## src/design/lbr_pkg.sv

```systemverilog
// shared types and codes of the led blink and rgb pwm controller
// no dependencies; imported by lbr_blink_chan and the top level
package lbr_pkg;

	localparam int TIME_W  = 16;
	localparam int PHASE_W = TIME_W + 1;
	localparam int NUM_LED = 2;

	typedef enum logic [1:0] {
		FUNC_TICK  = 2'd0,
		FUNC_BLINK = 2'd1,
		FUNC_LEVEL = 2'd2,
		FUNC_RGB   = 2'd3
	} lbr_func_t;

	typedef struct packed {
		logic              tick;
		logic              start;
		logic              set_level;
		logic              level;
		logic [TIME_W-1:0] half_period;
		logic [TIME_W-1:0] duration;
	} lbr_chan_cmd_t;

	typedef struct packed {
		logic pin;
		logic steady;
		logic busy;
	} lbr_chan_stat_t;

endpackage

```

## src/design/lbr_blink_chan.sv

```systemverilog
// blink timer of one led channel: elapsed and phase counters, steady level
// depends on lbr_pkg
module lbr_blink_chan (
	input  logic                    clk,
	input  logic                    arst_n,
	input  logic                    en,
	input  lbr_pkg::lbr_chan_cmd_t  cmd,
	output lbr_pkg::lbr_chan_stat_t stat_nxt
);
	import lbr_pkg::*;

	logic               busy_q, busy_d;
	logic               steady_q, steady_d;
	logic               pin_q, pin_d;
	logic [TIME_W-1:0]  elapsed_q, elapsed_d;
	logic [PHASE_W-1:0] phase_q, phase_d;
	logic [TIME_W-1:0]  half_q, half_d;
	logic [TIME_W-1:0]  dur_q, dur_d;

	logic [TIME_W-1:0]  elapsed_inc;
	logic [PHASE_W-1:0] full;
	logic [PHASE_W-1:0] phase_inc;
	logic [PHASE_W-1:0] phase_wrap;

	assign elapsed_inc = (elapsed_q == {TIME_W{1'b1}}) ? elapsed_q : elapsed_q + 1'b1;
	assign full        = {half_q, 1'b0};
	assign phase_inc   = phase_q + 1'b1;
	// phase tracks elapsed mod (2 * half period) one step per tick
	assign phase_wrap  = (phase_inc == full) ? '0 : phase_inc;

	always_comb begin
		busy_d    = busy_q;
		steady_d  = steady_q;
		pin_d     = pin_q;
		elapsed_d = elapsed_q;
		phase_d   = phase_q;
		half_d    = half_q;
		dur_d     = dur_q;
		if (en) begin
			if (cmd.tick && busy_q) begin
				elapsed_d = elapsed_inc;
				if (elapsed_inc >= dur_q) begin
					busy_d = 1'b0;
					pin_d  = steady_q;
				end else if (full == '0) begin
					phase_d = '0;
					pin_d   = 1'b0;
				end else begin
					phase_d = phase_wrap;
					pin_d   = (phase_wrap < {1'b0, half_q});
				end
			end
			if (cmd.start) begin
				half_d    = cmd.half_period;
				dur_d     = cmd.duration;
				elapsed_d = '0;
				phase_d   = '0;
				busy_d    = 1'b1;
			end
			if (cmd.set_level) begin
				steady_d = cmd.level;
				if (!busy_q) begin
					pin_d = cmd.level;
				end
			end
		end
	end

	always_ff @(posedge clk or negedge arst_n) begin
		if (!arst_n) begin
			busy_q    <= 1'b0;
			steady_q  <= 1'b0;
			pin_q     <= 1'b0;
			elapsed_q <= '0;
			phase_q   <= '0;
			half_q    <= '0;
			dur_q     <= '0;
		end else begin
			busy_q    <= busy_d;
			steady_q  <= steady_d;
			pin_q     <= pin_d;
			elapsed_q <= elapsed_d;
			phase_q   <= phase_d;
			half_q    <= half_d;
			dur_q     <= dur_d;
		end
	end

	assign stat_nxt.pin    = pin_d;
	assign stat_nxt.steady = steady_d;
	assign stat_nxt.busy   = busy_d;

	a_start_clears: assert property (@(posedge clk) disable iff (!arst_n)
		(en && cmd.start) |=> (busy_q && elapsed_q == '0 && phase_q == '0))
		else $error("blink start did not load a clean timer");

	a_phase_bound: assert property (@(posedge clk) disable iff (!arst_n)
		busy_q |-> (phase_q < full || half_q == '0))
		else $error("blink phase left its period");

	a_hold_idle: assert property (@(posedge clk) disable iff (!arst_n)
		!en |=> ($stable(pin_q) && $stable(busy_q) && $stable(elapsed_q)))
		else $error("channel state moved without a request");

endmodule

```

## src/design/led_blink_and_rgb_pwm_controller_unit.sv

```systemverilog
// Two led blink channels and one rgb pwm colour stage behind stream ports.
// Every accepted request (a 1 ms tick, a blink start, a steady level write or
// an rgb write) updates the state and yields one result in the next cycle,
// carrying all pin, pwm and readback values, held in the result register; a
// request can be taken every cycle while the result register is free or being
// drained. The pwm duty is floor(v * PWM_FULL_SCALE / 255) kept to 10 bits,
// computed by a constant reciprocal multiply when the colour is written.
// depends on lbr_pkg and lbr_blink_chan
module led_blink_and_rgb_pwm_controller_unit #(
	parameter int PWM_FULL_SCALE = 1023
) (
	input  logic        clk,
	input  logic        arst_n,
	input  logic        s_axis_tvalid,
	output logic        s_axis_tready,
	// channel[1:0], half_period_ms[17:2], blink_len_ms[33:18], level[34],
	// red_in[50:35], green_in[66:51], blue_in[82:67], zero fill
	input  logic [87:0] s_axis_tdata,
	// func[1:0]
	input  logic [1:0]  s_axis_tuser,
	output logic        m_axis_tvalid,
	input  logic        m_axis_tready,
	// led_a_pin[0], led_b_pin[1], led_a_steady[2], led_b_steady[3],
	// blink_a_busy[4], blink_b_busy[5], red_pwm[15:6], green_pwm[25:16],
	// blue_pwm[35:26], red_now[43:36], green_now[51:44], blue_now[59:52], zero fill
	output logic [63:0] m_axis_tdata
);
	import lbr_pkg::*;

	// 2^32 mod 255 is 1, so this reciprocal is exact for products below 2^24
	localparam logic [63:0] RECIP = 64'd16843010;
	localparam logic [63:0] MULT  = 64'(PWM_FULL_SCALE) * RECIP;

	function automatic logic [7:0] clamp_colour(input logic [15:0] raw);
		logic [7:0] v;
		if (raw[15]) begin
			v = 8'd0;
		end else if (raw[14:8] != '0) begin
			v = 8'd255;
		end else begin
			v = raw[7:0];
		end
		return v;
	endfunction

	function automatic logic [9:0] scale_colour(input logic [7:0] v);
		logic [71:0] prod;
		prod = 72'(v) * 72'(MULT);
		return prod[41:32];
	endfunction

	logic              accept;
	lbr_func_t         func;
	logic              chan_ok;
	logic [1:0]        chan_en;
	lbr_chan_cmd_t     cmd [NUM_LED];
	lbr_chan_stat_t    stat [NUM_LED];

	logic [7:0]        colour_q [3];
	logic [9:0]        pwm_q [3];
	logic [7:0]        colour_d [3];
	logic [9:0]        pwm_d [3];

	logic              res_valid_q;
	logic [63:0]       res_data_q;

	assign s_axis_tready = !res_valid_q || m_axis_tready;
	assign accept        = s_axis_tvalid && s_axis_tready;
	assign func          = lbr_func_t'(s_axis_tuser);
	assign chan_ok       = !s_axis_tdata[1];
	assign chan_en[0]    = chan_ok && !s_axis_tdata[0];
	assign chan_en[1]    = chan_ok && s_axis_tdata[0];

	for (genvar c = 0; c < NUM_LED; c++) begin : g_chan
		assign cmd[c].tick        = (func == FUNC_TICK);
		assign cmd[c].start       = (func == FUNC_BLINK) && chan_en[c];
		assign cmd[c].set_level   = (func == FUNC_LEVEL) && chan_en[c];
		assign cmd[c].level       = s_axis_tdata[34];
		assign cmd[c].half_period = s_axis_tdata[17:2];
		assign cmd[c].duration    = s_axis_tdata[33:18];

		lbr_blink_chan u_chan (
			.clk      (clk),
			.arst_n   (arst_n),
			.en       (accept),
			.cmd      (cmd[c]),
			.stat_nxt (stat[c])
		);
	end

	always_comb begin
		for (int i = 0; i < 3; i++) begin
			colour_d[i] = colour_q[i];
			pwm_d[i]    = pwm_q[i];
		end
		if (accept) begin
			unique case (func)
				FUNC_RGB: begin
					colour_d[0] = clamp_colour(s_axis_tdata[50:35]);
					colour_d[1] = clamp_colour(s_axis_tdata[66:51]);
					colour_d[2] = clamp_colour(s_axis_tdata[82:67]);
					for (int i = 0; i < 3; i++) begin
						pwm_d[i] = scale_colour(colour_d[i]);
					end
				end
				FUNC_TICK, FUNC_BLINK, FUNC_LEVEL: begin
				end
			endcase
		end
	end

	always_ff @(posedge clk or negedge arst_n) begin
		if (!arst_n) begin
			for (int i = 0; i < 3; i++) begin
				colour_q[i] <= '0;
				pwm_q[i]    <= '0;
			end
		end else begin
			for (int i = 0; i < 3; i++) begin
				colour_q[i] <= colour_d[i];
				pwm_q[i]    <= pwm_d[i];
			end
		end
	end

	always_ff @(posedge clk or negedge arst_n) begin
		if (!arst_n) begin
			res_valid_q <= 1'b0;
		end else if (accept) begin
			res_valid_q <= 1'b1;
		end else if (m_axis_tready) begin
			res_valid_q <= 1'b0;
		end
	end

	always_ff @(posedge clk) begin
		if (accept) begin
			res_data_q <= {4'd0, colour_d[2], colour_d[1], colour_d[0],
				pwm_d[2], pwm_d[1], pwm_d[0],
				stat[1].busy, stat[0].busy, stat[1].steady, stat[0].steady,
				stat[1].pin, stat[0].pin};
		end
	end

	assign m_axis_tvalid = res_valid_q;
	assign m_axis_tdata  = res_data_q;

	a_accept_gives_result: assert property (@(posedge clk) disable iff (!arst_n)
		(s_axis_tvalid && s_axis_tready) |=> m_axis_tvalid)
		else $error("accepted request produced no result");

	a_no_overwrite: assert property (@(posedge clk) disable iff (!arst_n)
		(m_axis_tvalid && !m_axis_tready) |-> !s_axis_tready)
		else $error("request taken while result stalled");

	a_colour_hold: assert property (@(posedge clk) disable iff (!arst_n)
		!(accept && func == FUNC_RGB) |=>
			($stable(colour_q[0]) && $stable(colour_q[1]) && $stable(colour_q[2])))
		else $error("colour changed without an rgb request");

endmodule
```

## config.mk

```make
export PLATFORM = sky130hd
export DESIGN_NAME = led_blink_and_rgb_pwm_controller_unit
export DESIGN_NICKNAME = d
export VERILOG_FILES = /design/src/design/lbr_pkg.sv /design/src/design/lbr_blink_chan.sv /design/src/design/led_blink_and_rgb_pwm_controller_unit.sv
export SDC_FILE = /design/constraint.sdc
export NUM_CORES = 1
export LEC_CHECK = 0
export BUFFER_PORTS_ARGS = -buffer_cell sky130_fd_sc_hd__buf_2
export CAP_MARGIN = 20
export CORE_MARGIN = 3
export CORE_UTILIZATION = 48
export CTS_CLUSTER_SIZE = 14
export DETAILED_ROUTE_END_ITERATION = 8
export PLACE_DENSITY = 0.66
export SLEW_MARGIN = 0
export SYNTH_ARGS = -nofsm -noshare
export SYNTH_HDL_FRONTEND = slang
export SYNTH_HIERARCHICAL = 1
export SYNTH_SLANG_ARGS = --single-unit
```

## constraint.sdc

```tcl
create_clock -name clk -period 12.63 [get_ports clk]
set_clock_uncertainty 0.05 [all_clocks]
set_input_delay 0.6315 -clock clk [delete_from_list [all_inputs] [get_ports clk]]
set_output_delay 0.6315 -clock clk [all_outputs]
set_load 0.01 [all_outputs]
```

==> results of run 1 <==
==> synthesized netlist by cell type, drive strengths merged (38+ instances only) <==
cell type	count	area share [%]
a21o	39	1.4
a21oi	70	1.7
buf	40	1.1
clkbuf	51	0.91
dfrtp	191	23
edfxtp	60	8.6
fa	92	8.7
ha	264	16
inv	292	5.2
mux2	38	2.0
nand2	221	3.9
nand3	58	1.4
nand4	39	1.3
nor2	124	2.2
o21ai	156	3.7
xnor2	50	2.1
==> metal layers <==
layer / routed length (µm) / share of wire [%] / vias up / track usage, %
li1: - / - / 8099 / -
met1: 23800 / 45 / 8224 / 30.9
met2: 24700 / 47 / 481 / 38.7
met3: 3110 / 5.9 / 95 / 4.00
met4: 1340 / 2.5 / 8 / 6.28
met5: 52 / 0.098 / - / 0
==> state kept, by name (all words and copies together), names as in the netlist <==
| signal | flops |
|---|---|
| pwm_q | 30 |
| g_chan.u_chan/pin_q | 2 |
| g_chan.u_chan/phase_q | 34 |
| m_axis_tvalid | 1 |
| colour_q | 24 |
| g_chan.u_chan/dur_q | 32 |
| g_chan.u_chan/half_q | 32 |
| g_chan.u_chan/busy_q | 2 |
| g_chan.u_chan/elapsed_q | 32 |
| g_chan.u_chan/steady_q | 2 |
| m_axis_tdata | 60 |
==> cell type report <==
class / instances / area, µm²
tap: 585 / 732
timing repair buffer: 167 / 887
clock buffer: 39 / 825
clock inverter: 16 / 219
inverter: 292 / 1100
fill: 3955 / 19800
sequential: 251 / 6580
multi-input combinational: 1617 / 13000
==> stage by stage <==
step | hold WS, ps | area (µm²)
global placement | 406 | 22300
floorplan | 286 | 21100
detailed placement | 413 | 22300
CTS | 48.2 | 23300
global route | 73.1 | 23300
finish | 42.0 | 23300
==> final timing paths <==
check	from	end	slack [ps]	depth (start not counted)
worst min-delay path	arst_n	g_chan[1].u_chan/phase_q[3]	40	1
worst min register to register	colour_q[5]	colour_q[5]	420	2
max in group asynchronous	arst_n	g_chan[0].u_chan/phase_q[4]	11190	2
min in group clk	s_axis_tdata[23]	g_chan[0].u_chan/dur_q[5]	220	3
worst max-delay path	s_axis_tdata[77]	m_axis_tdata[35]	6200	20
worst max register to register	g_chan[0].u_chan/phase_q[0]	m_axis_tdata[0]	7030	16
==> logic make-up (layout without fill, tap and decap cells) <==
family,Yosys count,after routing,share of synthesized area [%]
AND/OR/NAND/NOR,651,651,15.7
AO/OA/AOI/OAI,477,477,15.3
buffers and inverters,383,514,7.26
adder cells (fa/ha/maj),356,356,24.4
flip-flops,251,251,31.2
XOR/XNOR,88,88,3.92
multiplexers,41,41,2.17
other,1,4,0.0178
==> power by group <==
| part | switching, µW | internal, µW |
|---|---|---|
| registers | 97.3 | 970 |
| logic | 745 | 559 |
| clock network | 359 | 544 |
==> impl_metrics.csv, run 1 <==
group,metric,value,unit
run_status,outcome,"finished, final reports clean",
worst_hold_path,hold_path_class,"in -> async",
global_route,grt_max_degree,87,
setup_path,crit_buf_inv,4,
die,core_area,0.0432,mm²
route,route.detailed.vias_per_inst,5.70,
clock_tree,clkSlewWorstSetupHoldPaths,60,ps
route,totalWireLength,53000,µm
yosys,synth.ff_latch_count,251,
yosys,synth.avg_cell_area,9.37,µm²
route,wl_per_cell,17.9,µm
sta,hold_violations,0,
sta,slew_violations,0,
yosys,synth_warnings,6,
final_layout,areaGrowthSynthToFinish,10.7,%
yosys,ys_types,92,
setup_path,crit_chain,"buf_2 > nor4_1 > nand2_1 > o21bai_1 > inv_1 > fa_1 > xor2_1 > ha_1 > fa_1 > inv_1 > fa_1 > inv_1 > ha_1 > nand4_1 > or3_1 > a211o_1 > a31oi_1 > o2111ai_1 > xnor2_1 > o21ai_1",
setup_path,critPathKind,"in -> reg",
pwr,p_per_area,140,mW/mm²
route,route.vias.total,16907,
setup_path,cp_data_arrival_time,6660,ps
setup_path,critPathTopFamily,"adder cells",
clock_tree,hold_buffers,0,
final_layout,antenna_cells,0,
yosys,syn_area,0.0211,mm²
global_route,grt_pass1_wl,88600,µm
global_route,overflow,0,
sta,fin_crit_sh,50.9,%
setup_path,required,12870,ps
global_route,grt_pass1_vias,17466,
die,die_h,215,µm
route,drc,0,
pwr,ir_drop,115,µV
place,gp_congestion,0.940,
sta,max_slew.worst_pin.slew,1010,ps
final_layout,final_cell_mix,"inv_1 (291), ha_1 (264), nand2_1 (221), dfrtp_1 (191), buf_2 (149)",
pwr,power.total,3270,µW
clock_tree,clk-insertion-delay-late,590,ps
clock_tree,cts_root_buf,"clkbuf_16",
pwr,p_leak,0.0113,µW
yosys,synth_seq_area_share,31.2,%
place,dpl.hpwl,40800,µm
setup_path,crit_fanout,8,
sta,tns,0,ps
die,die_area,0.0464,mm²
clock_tree,cts_made_buffers,30,
clock_tree,cts_max_level,1,
sta,fmax,0.156,GHz
route,ant_nets,0,
die,die_w,215,µm
place,port_buffers,150,
yosys,netlist_instances,2248,
clock_tree,cts-resized-gates,0,
final_layout,utilization,54.0,%
final_layout,drive_above_1_share,12.8,%
sta,setup_viol,0,
clock_tree,cts_tree,"built",
setup_path,start_kind,"primary input",
yosys,async_reset_ff_share,76.1,%
route,drt_iter0_drc,1398,
final_layout,mostFrequentLayoutCell,"inv_1",
global_route,gr-usage-all-layers,23.0,%
yosys,synth_edf_count,60,
setup_path,slowest_stage,"fa_1",
final_layout,final_cells,2967,
final_layout,nNetsFinal,2809,
sta,slew_headroom,32.4,%
place,place_inst,2911,
place,pre_cts_slack,5560,ps
die,ios,160,
global_route,antenna_found_initial,4,
sta,timing.final.ws_setup,6200,ps
yosys,synth_ff_type,"dfrtp_1",
clock_tree,postCtsSetupBuffers,0,
flow_run,cap_violations,0,
sta,fin_crit,6430,ps
clock_tree,cts.sinks,251,
setup_path,worst_setup_path_end_kind,"flip-flop",
sta,rsz0062_at_grt,"no",
route,firstDrtPassIters,5,
setup_path,slowest_delay,650,ps
clock_tree,cts_buffer_depth,3,
die,initial_core_util,48.8,%
die,num_rows,76,
Note: power is estimated with default switching activity, not from simulation.
==> run 2: changes to the inputs <==
clock period = 6.2 ns   (was 12.63 ns; I/O delays follow)
==> run 2 against run 1 <==
  * Sequential power up 100%
  * Register-to-register slack worse by 6000 ps
  * Utilization up 1.3 points
  * Total power up 110%
  * Via count up 0.52%
  * First-iteration DRC count down 16%
  * Combinational power up 110%
  * Sequential share of layout area down 0.64 points
  * Non-clock buffer count up 55
  * Sequential cell count unchanged
  * Wire length up 0.93%
  * Critical endpoint is now m_axis_tdata[25]
  * Largest cell class unchanged
==> impl_metrics.csv, run 2 (same netlist as run 1, synthesis figures left out) <==
group,metric,value,unit
global_route,grt_max_degree,84,
setup_path,reg2regPathDepth,15,
place,gp_congestion,0.964,
die,die_w,215,µm
sta,rsz0062_at_grt,"no",
setup_path,crit_end,"m_axis_tdata[25]",
route,drt_iter0_drc,1177,
global_route,grt_pass1_vias,17563,
sta,setup_viol,0,
worst_hold_path,hold_path_class,"in -> reg",
route,drc,0,
global_route,grt_pass1_wl,90100,µm
sta,slew_violations,0,
pwr,power.total,6740,µW
clock_tree,cts_buffer_depth,3,
pwr,p_leak,0.0116,µW
final_layout,areaGrowthSynthToFinish,13.3,%
setup_path,reg2reg_setup_slack,1010,ps
route,route.detailed.vias_per_inst,5.62,
clock_tree,cts_made_buffers,30,
sta,fmax,0.184,GHz
clock_tree,hold_buffers,36,
sta,max_slew.worst_pin.slew,1090,ps
route,wl_per_cell,17.7,µm
final_layout,register_area,0.00658,mm²
place,dpl.hpwl,40800,µm
sta,fin_crit_sh,87.5,%
global_route,gr-usage-all-layers,23.4,%
setup_path,rr_startpoint,"g_chan[0].u_chan/elapsed_q[4]",
final_layout,multi_input_area,0.0130,mm²
setup_path,r2r_end,"g_chan[0].u_chan/phase_q[2]",
route,totalWireLength,53500,µm
flow_run,cap_violations,0,
die,die_h,215,µm
route,firstDrtPassIters,5,
setup_path,critPathKind,"in -> reg",
clock_tree,clk-insertion-delay-late,590,ps
sta,slew_headroom,27.0,%
sta,hold_violations,0,
clock_tree,postCtsSetupBuffers,0,
die,initial_core_util,48.8,%
setup_path,crit_fanout,6,
global_route,antenna_found_initial,4,
setup_path,start_kind,"primary input",
setup_path,worstSetupStartpoint,"s_axis_tdata[61]",
setup_path,worst_setup_path_end_kind,"flip-flop",
setup_path,required,6440,ps
clock_tree,cts-resized-gates,0,
final_layout,final_cell_mix,"inv_1 (291), ha_1 (264), nand2_1 (221), dfrtp_1 (191), buf_2 (149)",
final_layout,nNetsFinal,2864,
clock_tree,cts.sinks,251,
pwr,p_per_area,282,mW/mm²
clock_tree,cts_tree,"built",
clock_tree,cts_max_level,1,
die,num_rows,76,
die,ios,160,
sta,fin_crit,5430,ps
setup_path,cp_data_arrival_time,5670,ps
run_status,outcome,"finished, final reports clean",
clock_tree,cts_root_buf,"clkbuf_16",
die,core_area,0.0432,mm²
route,route.vias.total,16995,
final_layout,mostFrequentLayoutCell,"inv_1",
place,placed_cell_area,0.0224,mm²
final_layout,largest_register_ff_count,60,
final_layout,fillers,3919,
final_layout,drive_above_1_share,13.4,%
worst_hold_path,min_from,"s_axis_tdata[1]",
pwr,ir_drop,293,µV
global_route,overflow,0,
final_layout,fin_area,0.0239,mm²
die,die_area,0.0464,mm²
sta,tns,0,ps
clock_tree,clkSlewWorstSetupHoldPaths,60,ps
place,port_buffers,150,
route,ant_nets,0,
run 2: cell count changes in the layout (fill, tap and decap cells not counted), sizes merged:
cell,previous run,this run
inv,293,295
diode,0,3
buf,166,185
dlygate4sd3,0,36
clkinv,10,13
clkbuf,40,36
run 2: worst max-delay path, cell delays in order:
cell and delay [ps]:
buf_2 100, nor4_1 370, nand2_1 120, o21bai_1 190, inv_1 140, ha_1 310, inv_1 60, ha_1 170
or2_1 240, ha_1 340, a21o_1 200, fa_1 500, inv_1 50, fa_1 530, inv_1 50, ha_1 310
nand3_1 110, nor2_1 150, a41o_1 240, a2111oi_4 90, o31ai_2 590, nand4_1 240, xnor2_1 180, o21ai_1 80
run 2: per-stage QoR:
stage / utilization (%) / setup slack [ps] / hold slack (ps) / std cells
floorplan: - / 489 / -35.6 / 2251
global placement: 51.9 / 269 / 284 / 2930
detailed placement: 51.9 / 163 / 287 / 2930
CTS: 55.2 / 776 / 96.8 / 3022
global route: 55.3 / 277 / 156 / 3026
finish: 55.3 / 772 / 136 / 3026
run 2: layout make-up:
type	instances	share of cell area, %
sequential	251	27.6
inverter	292	4.59
timing repair buffer	222	5.91
antenna	3	0.0315
multi-input combinational	1617	54.4
tap	585	3.07
clock buffer	35	3.40
clock inverter	21	1.03
run 2: how the worst min path moves through the flow:
stage	end	slack, ps	cells after the start
after global routing	g_chan[0].u_chan/steady_q	160	5
after global placement	g_chan[1].u_chan/phase_q[4]	280	1
after floorplan	colour_q[0]	-40	0
after CTS	g_chan[0].u_chan/steady_q	100	5
final	g_chan[0].u_chan/steady_q	140	5
after detailed placement	g_chan[1].u_chan/phase_q[6]	290	1
run 2: routing by layer:
| layer | track usage [%] | up-vias | share of wire [%] |
|---|---|---|---|
| met4 | 5.18 | 2 | 2.2 |
| met5 | 0 | - | 0.024 |
| li1 | - | 8206 | - |
| met3 | 3.94 | 78 | 6.1 |
| met2 | 39.4 | 432 | 46 |
| met1 | 31.9 | 8277 | 45 |
run 2: power breakdown:
| group | internal, µW | total (µW) | switching (µW) |
|---|---|---|---|
| Clock | 1110 | 1870 | 760 |
| Combinational | 1160 | 2680 | 1530 |
| Sequential | 1980 | 2180 | 203 |
| Total | 4250 | 6740 | 2490 |
==> run 3: changes to the inputs <==
--- a/config.mk
+++ b/config.mk
@@ -14,2 +14,3 @@
 export PLACE_DENSITY = 0.66
+export SKIP_LAST_GASP = 1
 export SLEW_MARGIN = 0
==> constraint.sdc (replaced) <==
create_clock -name clk -period 6.2 [get_ports clk]
set_clock_uncertainty 0.05 [all_clocks]
set_input_delay 0.93 -clock clk [delete_from_list [all_inputs] [get_ports clk]]
set_output_delay 0.93 -clock clk [all_outputs]
set_load 0.01 [all_outputs]
==> run 3 against run 2 <==
  * Global-route usage shrank 0.33 points
  * Hold slack gained 230 ps
  * Total power grew 0.92%
  * Cell area grew 0.65%
  * Via count grew 0.78%
  * Combinational power is essentially flat
  * Sequential share of layout area shrank 0.18 points
  * Die area is the same
  * Register-to-register slack lost 70 ps
  * Critical endpoint is now m_axis_tdata[16]
==> impl_metrics.csv, run 3 (same netlist as run 1, synthesis figures left out) <==
group,metric,value,unit
pwr,internal-power,4350,µW
setup_path,reg2reg_setup_slack,940,ps
global_route,grt_max_degree,90,
setup_path,reg2regPathDepth,15,
setup_path,required,6450,ps
global_route,gr-usage-all-layers,23.1,%
clock_tree,cts_buffer_depth,3,
final_layout,nNetsFinal,2890,
place,gp_congestion,0.948,
route,firstDrtPassIters,5,
clock_tree,cts_max_level,1,
place,port_buffers,150,
pwr,power.total,6800,µW
final_layout,largest_register_ff_count,60,
sta,slew_violations,0,
global_route,grt_pass1_wl,88500,µm
sta,rsz0062_at_grt,"no",
route,route.detailed.vias_per_inst,5.62,
final_layout,register_area,0.00658,mm²
run_status,outcome,"finished, final reports clean",
pwr,p_leak,0.0117,µW
flow_run,cap_violations,0,
pwr,power_frac_seq,32.1,%
sta,slew_headroom,34.3,%
worst_hold_path,hold_path_class,"in -> async",
pwr,ir_drop,213,µV
pwr,power_frac_clock,28.1,%
setup_path,crit_fanout,4,
clock_tree,clk-insertion-delay-late,590,ps
setup_path,r2r_end,"g_chan[0].u_chan/phase_q[2]",
clock_tree,cts_root_buf,"clkbuf_16",
setup_path,worst_setup_path_end_kind,"flip-flop",
clock_tree,hold_buffers,0,
sta,setup_viol,0,
global_route,grt_pass1_vias,17350,
die,ios,160,
die,num_rows,76,
setup_path,start_kind,"primary input",
setup_path,critPathKind,"in -> reg",
route,ant_nets,0,
clock_tree,cts_made_buffers,30,
route,drc,0,
sta,fin_crit_sh,94.1,%
final_layout,fillers,3895,
setup_path,cp_data_arrival_time,6090,ps
route,totalWireLength,53100,µm
route,route.vias.total,17128,
route,drt_iter0_drc,1184,
die,die_w,215,µm
setup_path,rr_startpoint,"g_chan[0].u_chan/elapsed_q[4]",
final_layout,final_cell_mix,"inv_1 (291), ha_1 (264), nand2_1 (221), dfrtp_1 (191), buf_2 (149)",
place,dpl.hpwl,41400,µm
sta,fin_crit,5840,ps
sta,max_slew.worst_pin.slew,979,ps
final_layout,multi_input_area,0.0130,mm²
pwr,p_per_area,283,mW/mm²
die,die_area,0.0464,mm²
pwr,power.share.switching,35.9,%
final_layout,drive_above_1_share,15.8,%
clock_tree,clkSlewWorstSetupHoldPaths,60,ps
sta,hold_violations,0,
route,wl_per_cell,17.4,µm
final_layout,mostFrequentLayoutCell,"inv_1",
global_route,overflow,0,
pwr,p_switching,2440,µW
final_layout,utilization,55.6,%
sta,fmax,0.171,GHz
clock_tree,cts_tree,"built",
pwr,combPwrFrac,39.9,%
final_layout,areaGrowthSynthToFinish,14.0,%
die,die_h,215,µm
die,initial_core_util,48.8,%
die,core_area,0.0432,mm²
clock_tree,postCtsSetupBuffers,0,
global_route,antenna_found_initial,1,
clock_tree,cts.sinks,251,
run 3: cell types whose count changed in the layout (fill, tap and decap cells not counted), moves of 3 or more:
cell	previous run	this run
buf_4	35	97
clkbuf_1	2	6
clkinv_2	8	4
clkinv_4	4	1
dlygate4sd3_1	36	0
inv_6	3	0
run 3: metrics by stage:
| step | area [µm²] | hold WS, ps | TNS, ps | setup slack (ps) | cells |
|---|---|---|---|---|---|
| final | 24000 | 365 | 0 | 365 | 3050 |
| after global routing | 24000 | 416 | 0 | 30.7 | 3049 |
| after CTS | 24000 | 366 | 0 | 262 | 3048 |
| after detailed placement | 22900 | 422 | -3760 | -334 | 2992 |
| after global placement | 22900 | 403 | -1550 | -217 | 2992 |
| after floorplan | 21100 | 387 | 0 | 20.3 | 2251 |
run 3: cell type report:
class	count	share of cell area, %
Multi-Input combinational cell	1617	54.2
Tap cell	585	3.05
Clock inverter	16	1.10
Inverter	292	4.56
Sequential cell	251	27.4
Clock buffer	40	3.45
Timing Repair Buffer	248	6.24
Antenna cell	1	0.0104
run 3: critical path: stages:
cell,delay (ps)
buf_2,100
nor4_1,340
nand2_1,180
o21bai_2,170
inv_1,90
ha_1,280
inv_1,50
ha_1,160
or2_1,240
ha_1,340
a21o_1,210
fa_1,500
inv_1,50
fa_1,530
inv_1,50
ha_1,320
a21oi_1,220
nand2_1,90
o221a_2,250
o311ai_1,250
a21oi_1,160
a211oi_1,300
xor2_1,190
o21ai_1,90
run 3: power by group through the flow:
stage	sequential, µW	clock [µW]	combinational [µW]
2_1_floorplan	2150	0	1970
3_3_place_gp	2190	0	2600
3_5_place_dp	2200	0	2700
4_1_cts	2180	1960	2730
5_1_grt	2210	2020	3150
6_report	2180	1910	2710
run 3: metal layers:
| metal | part of all wire (%) | GRT usage, % | wire length (µm) | vias up |
|---|---|---|---|---|
| li1 | - | - | - | 8255 |
| met2 | 46 | 37.7 | 24200 | 449 |
| met5 | 0.026 | 0 | 14 | - |
| met4 | 3.0 | 6.94 | 1610 | 2 |
| met1 | 45 | 31.6 | 24000 | 8318 |
| met3 | 6.0 | 3.91 | 3200 | 104 |
run 3: repair_timing:
action / in CTS / in global routing
endpoints found under the hold margin: 0 / 0
resized for setup: 0 / 1
endpoints found under the setup margin: 0 / 5
run 3: worst max-delay path by stage:
stage	slack, ps	endpoint	from
floorplan	20	m_axis_tdata[34]	s_axis_tdata[77]
global placement	-220	m_axis_tdata[25]	s_axis_tdata[61]
detailed placement	-330	m_axis_tdata[24]	s_axis_tdata[61]
CTS	260	m_axis_tdata[24]	s_axis_tdata[61]
global route	30	m_axis_tdata[16]	s_axis_tdata[61]
finish	360	m_axis_tdata[16]	s_axis_tdata[61]
